==> config.mk <==
export PLATFORM = sky130hd
export DESIGN_NAME = integer_matrix_multiply
export DESIGN_NICKNAME = d
export VERILOG_FILES = /design/src/hdl/imm_pkg.sv /design/src/hdl/imm_ram.sv /design/src/hdl/imm_ctrl.sv /design/src/hdl/imm_dp.sv /design/src/hdl/integer_matrix_multiply.sv
export SDC_FILE = /design/constraint.sdc
export NUM_CORES = 2
export LEC_CHECK = 0
export BUFFER_PORTS_ARGS = -buffer_cell sky130_fd_sc_hd__buf_2
export CORE_MARGIN = 4
export CORE_UTILIZATION = 35
export DETAILED_ROUTE_END_ITERATION = 10
export PLACE_DENSITY = 0.47
export SLEW_MARGIN = 25
export SYNTH_ARGS = -nofsm -noshare
export SYNTH_HDL_FRONTEND = slang
export SYNTH_SLANG_ARGS = --single-unit
==> constraint.sdc <==
create_clock -name clk -period 9.6 [get_ports clk]
set_input_delay 1.44 -clock clk [delete_from_list [all_inputs] [get_ports clk]]
set_output_delay 1.44 -clock clk [all_outputs]
set_load 0.02 [all_outputs]
==> src/hdl/imm_pkg.sv <==
// Shared types, constants and helpers for the integer matrix multiplier.
package imm_pkg;

    localparam int MAX_DIM  = 8;
    localparam int IDX_W    = $clog2(MAX_DIM);
    localparam int DIM_W    = IDX_W + 1;
    localparam int ADDR_W   = 2 * IDX_W;
    localparam int DEPTH    = MAX_DIM * MAX_DIM;
    localparam int DATA_W   = 32;
    localparam int KIND_W   = 2;
    localparam int STATUS_W = 2;
    localparam int FIELD_W  = 2 * IDX_W + DATA_W;
    localparam int TDATA_W  = ((FIELD_W + 7) / 8) * 8;
    localparam int PAD_W    = TDATA_W - FIELD_W;
    localparam int APB_W    = 32;
    localparam int PADDR_W  = 4;
    localparam int REG_SEL_W = 2;

    // item kinds
    localparam logic [KIND_W-1:0] KIND_LOAD_LHS = 2'd0;
    localparam logic [KIND_W-1:0] KIND_LOAD_RHS = 2'd1;
    localparam logic [KIND_W-1:0] KIND_START    = 2'd2;

    // result status codes
    localparam logic [STATUS_W-1:0] STATUS_OK       = 2'd0;
    localparam logic [STATUS_W-1:0] STATUS_MISMATCH = 2'd1;
    localparam logic [STATUS_W-1:0] STATUS_EMPTY    = 2'd2;

    // register indexes (paddr[3:2])
    localparam logic [REG_SEL_W-1:0] REG_LHS_ROWS = 2'd0;
    localparam logic [REG_SEL_W-1:0] REG_LHS_COLS = 2'd1;
    localparam logic [REG_SEL_W-1:0] REG_RHS_ROWS = 2'd2;
    localparam logic [REG_SEL_W-1:0] REG_RHS_COLS = 2'd3;

    typedef logic [DIM_W-1:0]  dim_t;
    typedef logic [IDX_W-1:0]  idx_t;
    typedef logic [ADDR_W-1:0] addr_t;
    typedef logic [DATA_W-1:0] word_t;

    typedef struct packed {
        dim_t lhs_rows;
        dim_t lhs_cols;
        dim_t rhs_rows;
        dim_t rhs_cols;
    } cfg_t;

    typedef struct packed {
        logic                lhs_we;
        logic                rhs_we;
        addr_t               waddr;
        word_t               wdata;
        logic                rd_en;
        logic                rd_first;
        logic                rd_lastk;
        addr_t               lhs_raddr;
        addr_t               rhs_raddr;
        logic                out_load;
        logic [STATUS_W-1:0] out_status;
        idx_t                out_row;
        idx_t                out_col;
        logic                out_last;
        logic                out_use_acc;
    } cmd_t;

    typedef struct packed {
        logic acc_done;
        logic out_free;
    } stat_t;

    // sizes above MAX_DIM act as MAX_DIM
    function automatic dim_t eff_dim(input dim_t d);
        return (d > dim_t'(MAX_DIM)) ? dim_t'(MAX_DIM) : d;
    endfunction

endpackage

==> src/hdl/imm_ram.sv <==
// Generic single-write, single-read RAM with registered read data.
module imm_ram #(
    parameter int WIDTH = 32,
    parameter int DEPTH = 64
) (
    input  logic                     clk,
    input  logic                     we,
    input  logic [$clog2(DEPTH)-1:0] waddr,
    input  logic [WIDTH-1:0]         wdata,
    input  logic [$clog2(DEPTH)-1:0] raddr,
    output logic [WIDTH-1:0]         rdata
);

    logic [WIDTH-1:0] mem [DEPTH];

    always_ff @(posedge clk)
    begin
        if (we)
        begin
            mem[waddr] <= wdata;
        end
        rdata <= mem[raddr];
    end

endmodule

==> src/hdl/imm_ctrl.sv <==
// Controller: accepts items, walks the i/j/k loops and issues datapath commands.
module imm_ctrl (
    input  logic                          clk,
    input  logic                          rst_n,
    input  imm_pkg::cfg_t                 cfg,
    input  logic                          s_tvalid,
    output logic                          s_tready,
    input  logic [imm_pkg::KIND_W-1:0]    s_kind,
    input  imm_pkg::idx_t                 s_row,
    input  imm_pkg::idx_t                 s_col,
    input  imm_pkg::word_t                s_value,
    input  imm_pkg::stat_t                stat,
    output imm_pkg::cmd_t                 cmd
);

    typedef enum logic [1:0] {ST_IDLE, ST_MAC, ST_DRAIN, ST_EMIT} state_t;

    state_t                          state_reg, state_next;
    imm_pkg::idx_t                   i_reg, i_next;
    imm_pkg::idx_t                   j_reg, j_next;
    imm_pkg::idx_t                   k_reg, k_next;
    logic [imm_pkg::STATUS_W-1:0]    res_status_reg, res_status_next;
    imm_pkg::cmd_t                   cmd_reg, cmd_next;

    imm_pkg::dim_t m_eff, inner_eff, inner2_eff, n_eff;
    logic          accept, last_i, last_j, last_k, out_free, run_ok, last_elem;

    assign m_eff      = imm_pkg::eff_dim(cfg.lhs_rows);
    assign inner_eff  = imm_pkg::eff_dim(cfg.lhs_cols);
    assign inner2_eff = imm_pkg::eff_dim(cfg.rhs_rows);
    assign n_eff      = imm_pkg::eff_dim(cfg.rhs_cols);

    assign s_tready = (state_reg == ST_IDLE);
    assign accept   = s_tvalid && s_tready;
    assign last_i   = ({1'b0, i_reg} == m_eff - imm_pkg::dim_t'(1));
    assign last_j   = ({1'b0, j_reg} == n_eff - imm_pkg::dim_t'(1));
    assign last_k   = ({1'b0, k_reg} == inner_eff - imm_pkg::dim_t'(1));
    // a load still in flight has not yet shown up in the output register
    assign out_free = stat.out_free && !cmd_reg.out_load;
    assign run_ok   = (res_status_reg == imm_pkg::STATUS_OK);
    assign last_elem = !run_ok || (last_i && last_j);
    assign cmd      = cmd_reg;

    always_comb
    begin
        state_next      = state_reg;
        i_next          = i_reg;
        j_next          = j_reg;
        k_next          = k_reg;
        res_status_next = res_status_reg;
        cmd_next        = '0;

        unique case (state_reg)
            ST_IDLE:
            begin
                if (accept)
                begin
                    unique case (s_kind)
                        imm_pkg::KIND_LOAD_LHS,
                        imm_pkg::KIND_LOAD_RHS:
                        begin
                            cmd_next.lhs_we = (s_kind == imm_pkg::KIND_LOAD_LHS);
                            cmd_next.rhs_we = (s_kind == imm_pkg::KIND_LOAD_RHS);
                            cmd_next.waddr  = {s_row, s_col};
                            cmd_next.wdata  = s_value;
                        end
                        imm_pkg::KIND_START:
                        begin
                            i_next = '0;
                            j_next = '0;
                            k_next = '0;
                            priority if (inner_eff != inner2_eff)
                            begin
                                res_status_next = imm_pkg::STATUS_MISMATCH;
                                state_next      = ST_EMIT;
                            end
                            else if (m_eff == '0 || n_eff == '0)
                            begin
                                res_status_next = imm_pkg::STATUS_EMPTY;
                                state_next      = ST_EMIT;
                            end
                            else
                            begin
                                res_status_next = imm_pkg::STATUS_OK;
                                state_next = (inner_eff == '0) ? ST_EMIT : ST_MAC;
                            end
                        end
                        default:
                        begin
                            // unused kind: dropped
                        end
                    endcase
                end
            end
            ST_MAC:
            begin
                cmd_next.rd_en     = 1'b1;
                cmd_next.rd_first  = (k_reg == '0);
                cmd_next.rd_lastk  = last_k;
                cmd_next.lhs_raddr = {i_reg, k_reg};
                cmd_next.rhs_raddr = {k_reg, j_reg};
                if (last_k)
                begin
                    state_next = ST_DRAIN;
                end
                else
                begin
                    k_next = k_reg + imm_pkg::idx_t'(1);
                end
            end
            ST_DRAIN:
            begin
                if (stat.acc_done)
                begin
                    state_next = ST_EMIT;
                end
            end
            ST_EMIT:
            begin
                if (out_free)
                begin
                    cmd_next.out_load    = 1'b1;
                    cmd_next.out_status  = res_status_reg;
                    cmd_next.out_row     = i_reg;
                    cmd_next.out_col     = j_reg;
                    cmd_next.out_last    = last_elem;
                    cmd_next.out_use_acc = run_ok && (inner_eff != '0);
                    k_next = '0;
                    if (last_elem)
                    begin
                        state_next = ST_IDLE;
                    end
                    else
                    begin
                        if (last_j)
                        begin
                            j_next = '0;
                            i_next = i_reg + imm_pkg::idx_t'(1);
                        end
                        else
                        begin
                            j_next = j_reg + imm_pkg::idx_t'(1);
                        end
                        state_next = (inner_eff == '0) ? ST_EMIT : ST_MAC;
                    end
                end
            end
            default:
            begin
                state_next = ST_IDLE;
            end
        endcase
    end

    always_ff @(posedge clk or negedge rst_n)
    begin
        if (!rst_n)
        begin
            state_reg      <= ST_IDLE;
            i_reg          <= '0;
            j_reg          <= '0;
            k_reg          <= '0;
            res_status_reg <= imm_pkg::STATUS_OK;
            cmd_reg        <= '0;
        end
        else
        begin
            state_reg      <= state_next;
            i_reg          <= i_next;
            j_reg          <= j_next;
            k_reg          <= k_next;
            res_status_reg <= res_status_next;
            cmd_reg        <= cmd_next;
        end
    end

endmodule

==> src/hdl/imm_dp.sv <==
// Datapath: element stores, multiply-accumulate pipeline and output register.
module imm_dp (
    input  logic                          clk,
    input  logic                          rst_n,
    input  imm_pkg::cmd_t                 cmd,
    output imm_pkg::stat_t                stat,
    input  logic                          m_tready,
    output logic                          m_tvalid,
    output logic [imm_pkg::STATUS_W-1:0]  m_status,
    output imm_pkg::idx_t                 m_row,
    output imm_pkg::idx_t                 m_col,
    output imm_pkg::word_t                m_elem,
    output logic                          m_last
);

    imm_pkg::word_t lhs_q, rhs_q;
    logic [2*imm_pkg::DATA_W-1:0] prod_full;

    logic           rd_v_reg, rd_first_reg, rd_lastk_reg;
    logic           mul_v_reg, mul_first_reg, mul_lastk_reg;
    imm_pkg::word_t prod_reg, acc_reg, acc_next;
    logic           done_reg;

    logic                         out_valid_reg;
    logic [imm_pkg::STATUS_W-1:0] out_status_reg;
    imm_pkg::idx_t                out_row_reg, out_col_reg;
    imm_pkg::word_t               out_elem_reg;
    logic                         out_last_reg;

    imm_ram #(.WIDTH(imm_pkg::DATA_W), .DEPTH(imm_pkg::DEPTH)) u_lhs_ram (
        .clk   (clk),
        .we    (cmd.lhs_we),
        .waddr (cmd.waddr),
        .wdata (cmd.wdata),
        .raddr (cmd.lhs_raddr),
        .rdata (lhs_q)
    );

    imm_ram #(.WIDTH(imm_pkg::DATA_W), .DEPTH(imm_pkg::DEPTH)) u_rhs_ram (
        .clk   (clk),
        .we    (cmd.rhs_we),
        .waddr (cmd.waddr),
        .wdata (cmd.wdata),
        .raddr (cmd.rhs_raddr),
        .rdata (rhs_q)
    );

    // low half of the product is the same for signed and unsigned operands
    assign prod_full = lhs_q * rhs_q;

    always_comb
    begin
        acc_next = acc_reg;
        if (mul_v_reg)
        begin
            acc_next = mul_first_reg ? prod_reg : acc_reg + prod_reg;
        end
    end

    always_ff @(posedge clk or negedge rst_n)
    begin
        if (!rst_n)
        begin
            rd_v_reg      <= 1'b0;
            rd_first_reg  <= 1'b0;
            rd_lastk_reg  <= 1'b0;
            mul_v_reg     <= 1'b0;
            mul_first_reg <= 1'b0;
            mul_lastk_reg <= 1'b0;
            done_reg      <= 1'b0;
            out_valid_reg <= 1'b0;
        end
        else
        begin
            rd_v_reg      <= cmd.rd_en;
            rd_first_reg  <= cmd.rd_first;
            rd_lastk_reg  <= cmd.rd_lastk;
            mul_v_reg     <= rd_v_reg;
            mul_first_reg <= rd_first_reg;
            mul_lastk_reg <= rd_lastk_reg;
            done_reg      <= mul_v_reg && mul_lastk_reg;
            if (cmd.out_load)
            begin
                out_valid_reg <= 1'b1;
            end
            else if (m_tready)
            begin
                out_valid_reg <= 1'b0;
            end
        end
    end

    always_ff @(posedge clk)
    begin
        prod_reg <= prod_full[imm_pkg::DATA_W-1:0];
        acc_reg  <= acc_next;
        if (cmd.out_load)
        begin
            out_status_reg <= cmd.out_status;
            out_row_reg    <= cmd.out_row;
            out_col_reg    <= cmd.out_col;
            out_elem_reg   <= cmd.out_use_acc ? acc_reg : '0;
            out_last_reg   <= cmd.out_last;
        end
    end

    assign stat.acc_done = done_reg;
    assign stat.out_free = !out_valid_reg || m_tready;

    assign m_tvalid = out_valid_reg;
    assign m_status = out_status_reg;
    assign m_row    = out_row_reg;
    assign m_col    = out_col_reg;
    assign m_elem   = out_elem_reg;
    assign m_last   = out_last_reg;

endmodule

==> src/hdl/integer_matrix_multiply.sv <==
// Top level of the signed 32-bit integer matrix multiplier.
//
// channel   dir  handshake         payload
// s_*       in   tvalid/tready     tuser: kind; tdata: row_index, col_index, value
// m_*       out  tvalid/tready     tuser: status; tdata: out_row, out_col, element; tlast
// apb       in   psel/penable      four 4-bit size registers at 0x0, 0x4, 0x8, 0xC
//
// Load items are accepted one per cycle; s_tready stays high while loading.
// A start item runs m*n elements; each issues inner multiplies, one per cycle,
// through the store read ports, then waits for the read, multiply and accumulate
// registers to drain and loads the result into the output register. With an inner
// size of zero each element is a zero result; mismatch and empty runs emit one zero item.
// s_tready is low for the whole run. A stalled m_tready holds the run at the output
// register; the next item is accepted while the final result still waits.
// Reset (rst_n, async low) clears control and sizes; the stores are not cleared.
module integer_matrix_multiply (
    input  logic                          clk,
    input  logic                          rst_n,
    input  logic                          s_tvalid,
    output logic                          s_tready,
    input  logic [imm_pkg::TDATA_W-1:0]   s_tdata,  // row_index[2:0], col_index[5:3], value[37:6]
    input  logic [imm_pkg::KIND_W-1:0]    s_tuser,  // kind[1:0]
    output logic                          m_tvalid,
    input  logic                          m_tready,
    output logic [imm_pkg::TDATA_W-1:0]   m_tdata,  // out_row[2:0], out_col[5:3], element[37:6]
    output logic [imm_pkg::STATUS_W-1:0]  m_tuser,  // status[1:0]
    output logic                          m_tlast,
    input  logic                          psel,
    input  logic                          penable,
    input  logic                          pwrite,
    input  logic [imm_pkg::PADDR_W-1:0]   paddr,
    input  logic [imm_pkg::APB_W-1:0]     pwdata,
    output logic [imm_pkg::APB_W-1:0]     prdata,
    output logic                          pready
);

    imm_pkg::cfg_t  cfg_reg, cfg_next;
    imm_pkg::cmd_t  cmd;
    imm_pkg::stat_t stat;

    logic                           cfg_we;
    logic [imm_pkg::REG_SEL_W-1:0]  reg_sel;
    imm_pkg::dim_t                  wr_dim;

    imm_pkg::idx_t  m_row, m_col;
    imm_pkg::word_t m_elem;

    // register file: writes complete in the access phase, no wait states
    assign pready  = 1'b1;
    assign cfg_we  = psel && penable && pwrite && pready;
    assign reg_sel = paddr[imm_pkg::PADDR_W-1:imm_pkg::PADDR_W-imm_pkg::REG_SEL_W];
    assign wr_dim  = pwdata[imm_pkg::DIM_W-1:0];

    always_comb
    begin
        cfg_next = cfg_reg;
        if (cfg_we)
        begin
            unique case (reg_sel)
                imm_pkg::REG_LHS_ROWS: cfg_next.lhs_rows = wr_dim;
                imm_pkg::REG_LHS_COLS: cfg_next.lhs_cols = wr_dim;
                imm_pkg::REG_RHS_ROWS: cfg_next.rhs_rows = wr_dim;
                imm_pkg::REG_RHS_COLS: cfg_next.rhs_cols = wr_dim;
                default: cfg_next = cfg_reg;
            endcase
        end
    end

    always_comb
    begin
        unique case (reg_sel)
            imm_pkg::REG_LHS_ROWS: prdata = imm_pkg::APB_W'(cfg_reg.lhs_rows);
            imm_pkg::REG_LHS_COLS: prdata = imm_pkg::APB_W'(cfg_reg.lhs_cols);
            imm_pkg::REG_RHS_ROWS: prdata = imm_pkg::APB_W'(cfg_reg.rhs_rows);
            imm_pkg::REG_RHS_COLS: prdata = imm_pkg::APB_W'(cfg_reg.rhs_cols);
            default:               prdata = '0;
        endcase
    end

    always_ff @(posedge clk or negedge rst_n)
    begin
        if (!rst_n)
        begin
            cfg_reg <= '0;
        end
        else
        begin
            cfg_reg <= cfg_next;
        end
    end

    imm_ctrl u_ctrl (
        .clk      (clk),
        .rst_n    (rst_n),
        .cfg      (cfg_reg),
        .s_tvalid (s_tvalid),
        .s_tready (s_tready),
        .s_kind   (s_tuser),
        .s_row    (s_tdata[imm_pkg::IDX_W-1:0]),
        .s_col    (s_tdata[2*imm_pkg::IDX_W-1:imm_pkg::IDX_W]),
        .s_value  (s_tdata[imm_pkg::FIELD_W-1:2*imm_pkg::IDX_W]),
        .stat     (stat),
        .cmd      (cmd)
    );

    imm_dp u_dp (
        .clk      (clk),
        .rst_n    (rst_n),
        .cmd      (cmd),
        .stat     (stat),
        .m_tready (m_tready),
        .m_tvalid (m_tvalid),
        .m_status (m_tuser),
        .m_row    (m_row),
        .m_col    (m_col),
        .m_elem   (m_elem),
        .m_last   (m_tlast)
    );

    assign m_tdata = {{imm_pkg::PAD_W{1'b0}}, m_elem, m_col, m_row};

endmodule

==> results.json <==
{
  "nFillCells": 45760,
  "drcViolationCount": 0,
  "grt_antenna_before_repair": 49,
  "hold_depth": 0,
  "rrSetupSlack_ns": 1.90,
  "start_util": 0.3511,
  "setup_viol": 0,
  "ys_seq_area_frac": 0.7142,
  "drive_above_1_share": 0.2731,
  "crit_arrival_ns": 8.55,
  "multi_input_area_sq_um": 49390,
  "hold_path_class": "reg2reg",
  "gr-total-overflow": 0,
  "timing.fmax_mhz": 129.9,
  "irDropWorstVdd_uv": 149.8,
  "place_ws_ns": 1.903,
  "synth_area_sq_um": 181500,
  "rr_startpoint": "u_dp.u_rhs_ram.rdata[6]",
  "layout_common_cells": "4169 x edfxtp_1, 1338 x mux4_2, 472 x clkbuf_16, 425 x inv_1, 409 x fa_1",
  "slew_headroom": 0.2314,
  "sw_frac_of_total": 0.1977,
  "status": "complete, no violations",
  "hold_viol": 0,
  "core.rowCount": 264,
  "slew_viol_final": 0,
  "clock-skew-final_ns": 0.09224,
  "synth_top_cell_by_area": "edfxtp_1",
  "cts_root_buf": "clkbuf_16",
  "finalPower_w": 0.03798,
  "min_period_over_period": 0.8021,
  "nNetsFinal": 9611,
  "synth_seq_cells": 4365,
  "critPathMaxFanout": 26,
  "async_flop_share": 0.02291,
  "cts_tree": "done",
  "setup_ws_ns": 1.900,
  "r2r_end": "u_dp.prod_reg[31]",
  "clock_latency_ns": 1.05,
  "critPathSlowestCell": "dfxtp_1",
  "power_density_nw_per_um2": 183.7,
  "wire_per_inst_um": 31.35,
  "area_growth_pct": 13.90,
  "drt_iter0_drc": 8254,
  "die-area_sq_um": 530100,
  "dr.pass1.iters": 7,
  "yosys.area.top_type_share": 0.6898,
  "io_buffer_count": 99,
  "clkSlewWorstSetupHoldPaths_ns": 0.06,
  "yosys_warnings": 0,
  "avgSynthCellArea_sq_um": 21.23,
  "worst-path-buf-inv": 4,
  "core_area_sq_um": 516900,
  "p_int_w": 0.03047,
  "grt_pass1_vias": 91520,
  "cts-hold-fix-buffers": 0,
  "syn-instance-count": 8547,
  "final-seq-area_sq_um": 129800,
  "power_frac_seq": 0.543,
  "htreeDepth": 5,
  "fin_tns_setup_ns": 0,
  "worstMarginPinSlew_ns": 1.150,
  "hpwl_mm": 288.0,
  "synth_edf_count": 4169,
  "hold_start": "u_dp.rd_v_reg",
  "cpLargestDelayFamily": "adder cells",
  "grt_pass1_wl_mm": 714.0,
  "io_pins": 163,
  "ys.flop_type": "edfxtp_1",
  "clock_power_share": 0.453,
  "die_x_um": 728.1,
  "crit_type": "reg2reg",
  "final_cell_area_sq_um": 206700,
  "wirelength_mm": 510.2,
  "min_to": "u_dp.mul_v_reg",
  "cts_setup_buffers": 0,
  "combPwrFrac": 0.005,
  "whs_ns": 0.3490,
  "start_kind": "flip-flop",
  "synth.top_cells.by_area": "edfxtp_1 69%, mux4_2 17%, fa_1 4.5%",
  "vias": 85730,
  "cp_slowest_stage_delay_ns": 0.91,
  "cts_buffers": 459,
  "drt-vias-per-instance": 5.267,
  "rsz0062_at_grt": "no",
  "fin_crit_ns": 7.700,
  "ant_nets": 0,
  "ys_types": 64,
  "ctsLongestPathBuffers": 4,
  "placed_cell_area_sq_um": 192100,
  "maxCapViolations": 0,
  "die_h_um": 728.1,
  "p_switching_w": 0.007510,
  "grt_max_degree": 122,
  "cts_sinks": 4365,
  "required_ns": 10.45,
  "reg2regPathDepth": 23,
  "cp_cell_sequence": "and2_1 > fa_1 > fa_1 > fa_1 > inv_1 > fa_1 > inv_1 > fa_1 > inv_1 > fa_1 > inv_1 > fa_1 > fa_1 > ha_1 > a21o_1 > a21o_1 > a21oi_1 > o21ai_0 > a2111oi_0 > nor3_1 > a41oi_1 > a21oi_1 > xnor2_1",
  "cts_resized": 0,
  "leakage_nw": 58.68,
  "place_congestion": 0.7700,
  "critPathCaptureType": "flip-flop",
  "cpMostUsedCell": "fa_1",
  "grt_use_total": 0.1910,
  "final_common_cell": "edfxtp_1"
}
## worst max-delay path by stage
stage	cells past startpoint	start	slack, ns	end
3_3_place_gp	23	u_dp.u_rhs_ram.rdata[4]	1.83	u_dp.prod_reg[31]
4_1_cts	23	u_dp.u_rhs_ram.rdata[4]	1.88	u_dp.prod_reg[31]
2_1_floorplan	24	u_dp.u_rhs_ram.rdata[2]	2.85	u_dp.prod_reg[29]
3_5_place_dp	23	u_dp.u_rhs_ram.rdata[6]	1.90	u_dp.prod_reg[31]
5_1_grt	23	u_dp.u_rhs_ram.rdata[4]	1.36	u_dp.prod_reg[29]
6_report	23	u_dp.u_rhs_ram.rdata[6]	1.90	u_dp.prod_reg[31]
## logic make-up (layout without fill, tap and decap cells)
family	count (synthesis)	count (layout)	share of synthesized area
mux	1383	1383	0.1687
fa+ha+maj	573	573	0.05642
compound gates	224	224	0.007839
flops	4365	4365	0.7142
xor+xnor	121	121	0.005839
simple gates	1000	1000	0.02731
buf+inv	879	1637	0.01964
other cells	2	57	0.00004138
## Yosys cell counts, drive strengths merged (4+ instances only)
master / count
o21a: 11
fa: 409
nand4: 10
o21ai: 73
nand3b: 9
edfxtp: 4169
inv: 425
nand3: 21
buf: 172
nor2: 172
or2: 5
dfrtp: 100
nor4b: 4
xnor2: 89
mux2: 31
o21bai: 12
nand2b: 14
a21o: 22
a211oi: 11
a31oi: 4
a211o: 4
o31ai: 7
mux4: 1338
nor2b: 16
nor3b: 6
dfxtp: 96
mux2i: 14
a21oi: 51
xor2: 32
or3b: 4
or3: 9
clkbuf: 282
nand2: 343
nor3: 19
ha: 164
and2: 357
and3: 7
## cell type report
class                           count  share of cell area
Tap cell                         6916             0.04186
Multi-Input combinational cell   3332              0.2389
Clock buffer                      587             0.05947
Clock inverter                    255             0.01040
Antenna cell                       26           0.0003147
Inverter                          425            0.007717
Timing Repair Buffer              370             0.01353
Sequential cell                  4365              0.6278
## stage by stage
step / util / cells
3_3_place_gp: 0.3716 / 15400
4_1_cts: 0.3996 / 16250
6_report: 0.3999 / 16280
2_1_floorplan: - / 8576
5_1_grt: 0.3998 / 16250
3_5_place_dp: 0.3717 / 15410
## power by group through the flow
stage | clock network [W] | logic, W | registers [W]
3_3_place_gp | 0 | 0.000172 | 0.0210
4_1_cts | 0.0176 | 0.000179 | 0.0206
3_5_place_dp | 0 | 0.000178 | 0.0210
6_report | 0.0172 | 0.000177 | 0.0206
2_1_floorplan | 0 | 0.000135 | 0.0210
5_1_grt | 0.0185 | 0.000196 | 0.0206
## metal layers
layer,vias to the layer above,part of all wire,GRT usage
met5,-,0.000076,0
met4,6,0.018,0.03694
met3,545,0.052,0.02605
met2,2338,0.49,0.3174
met1,47790,0.44,0.2711
li1,35050,-,-
Power figures use the tool's default switching activity.
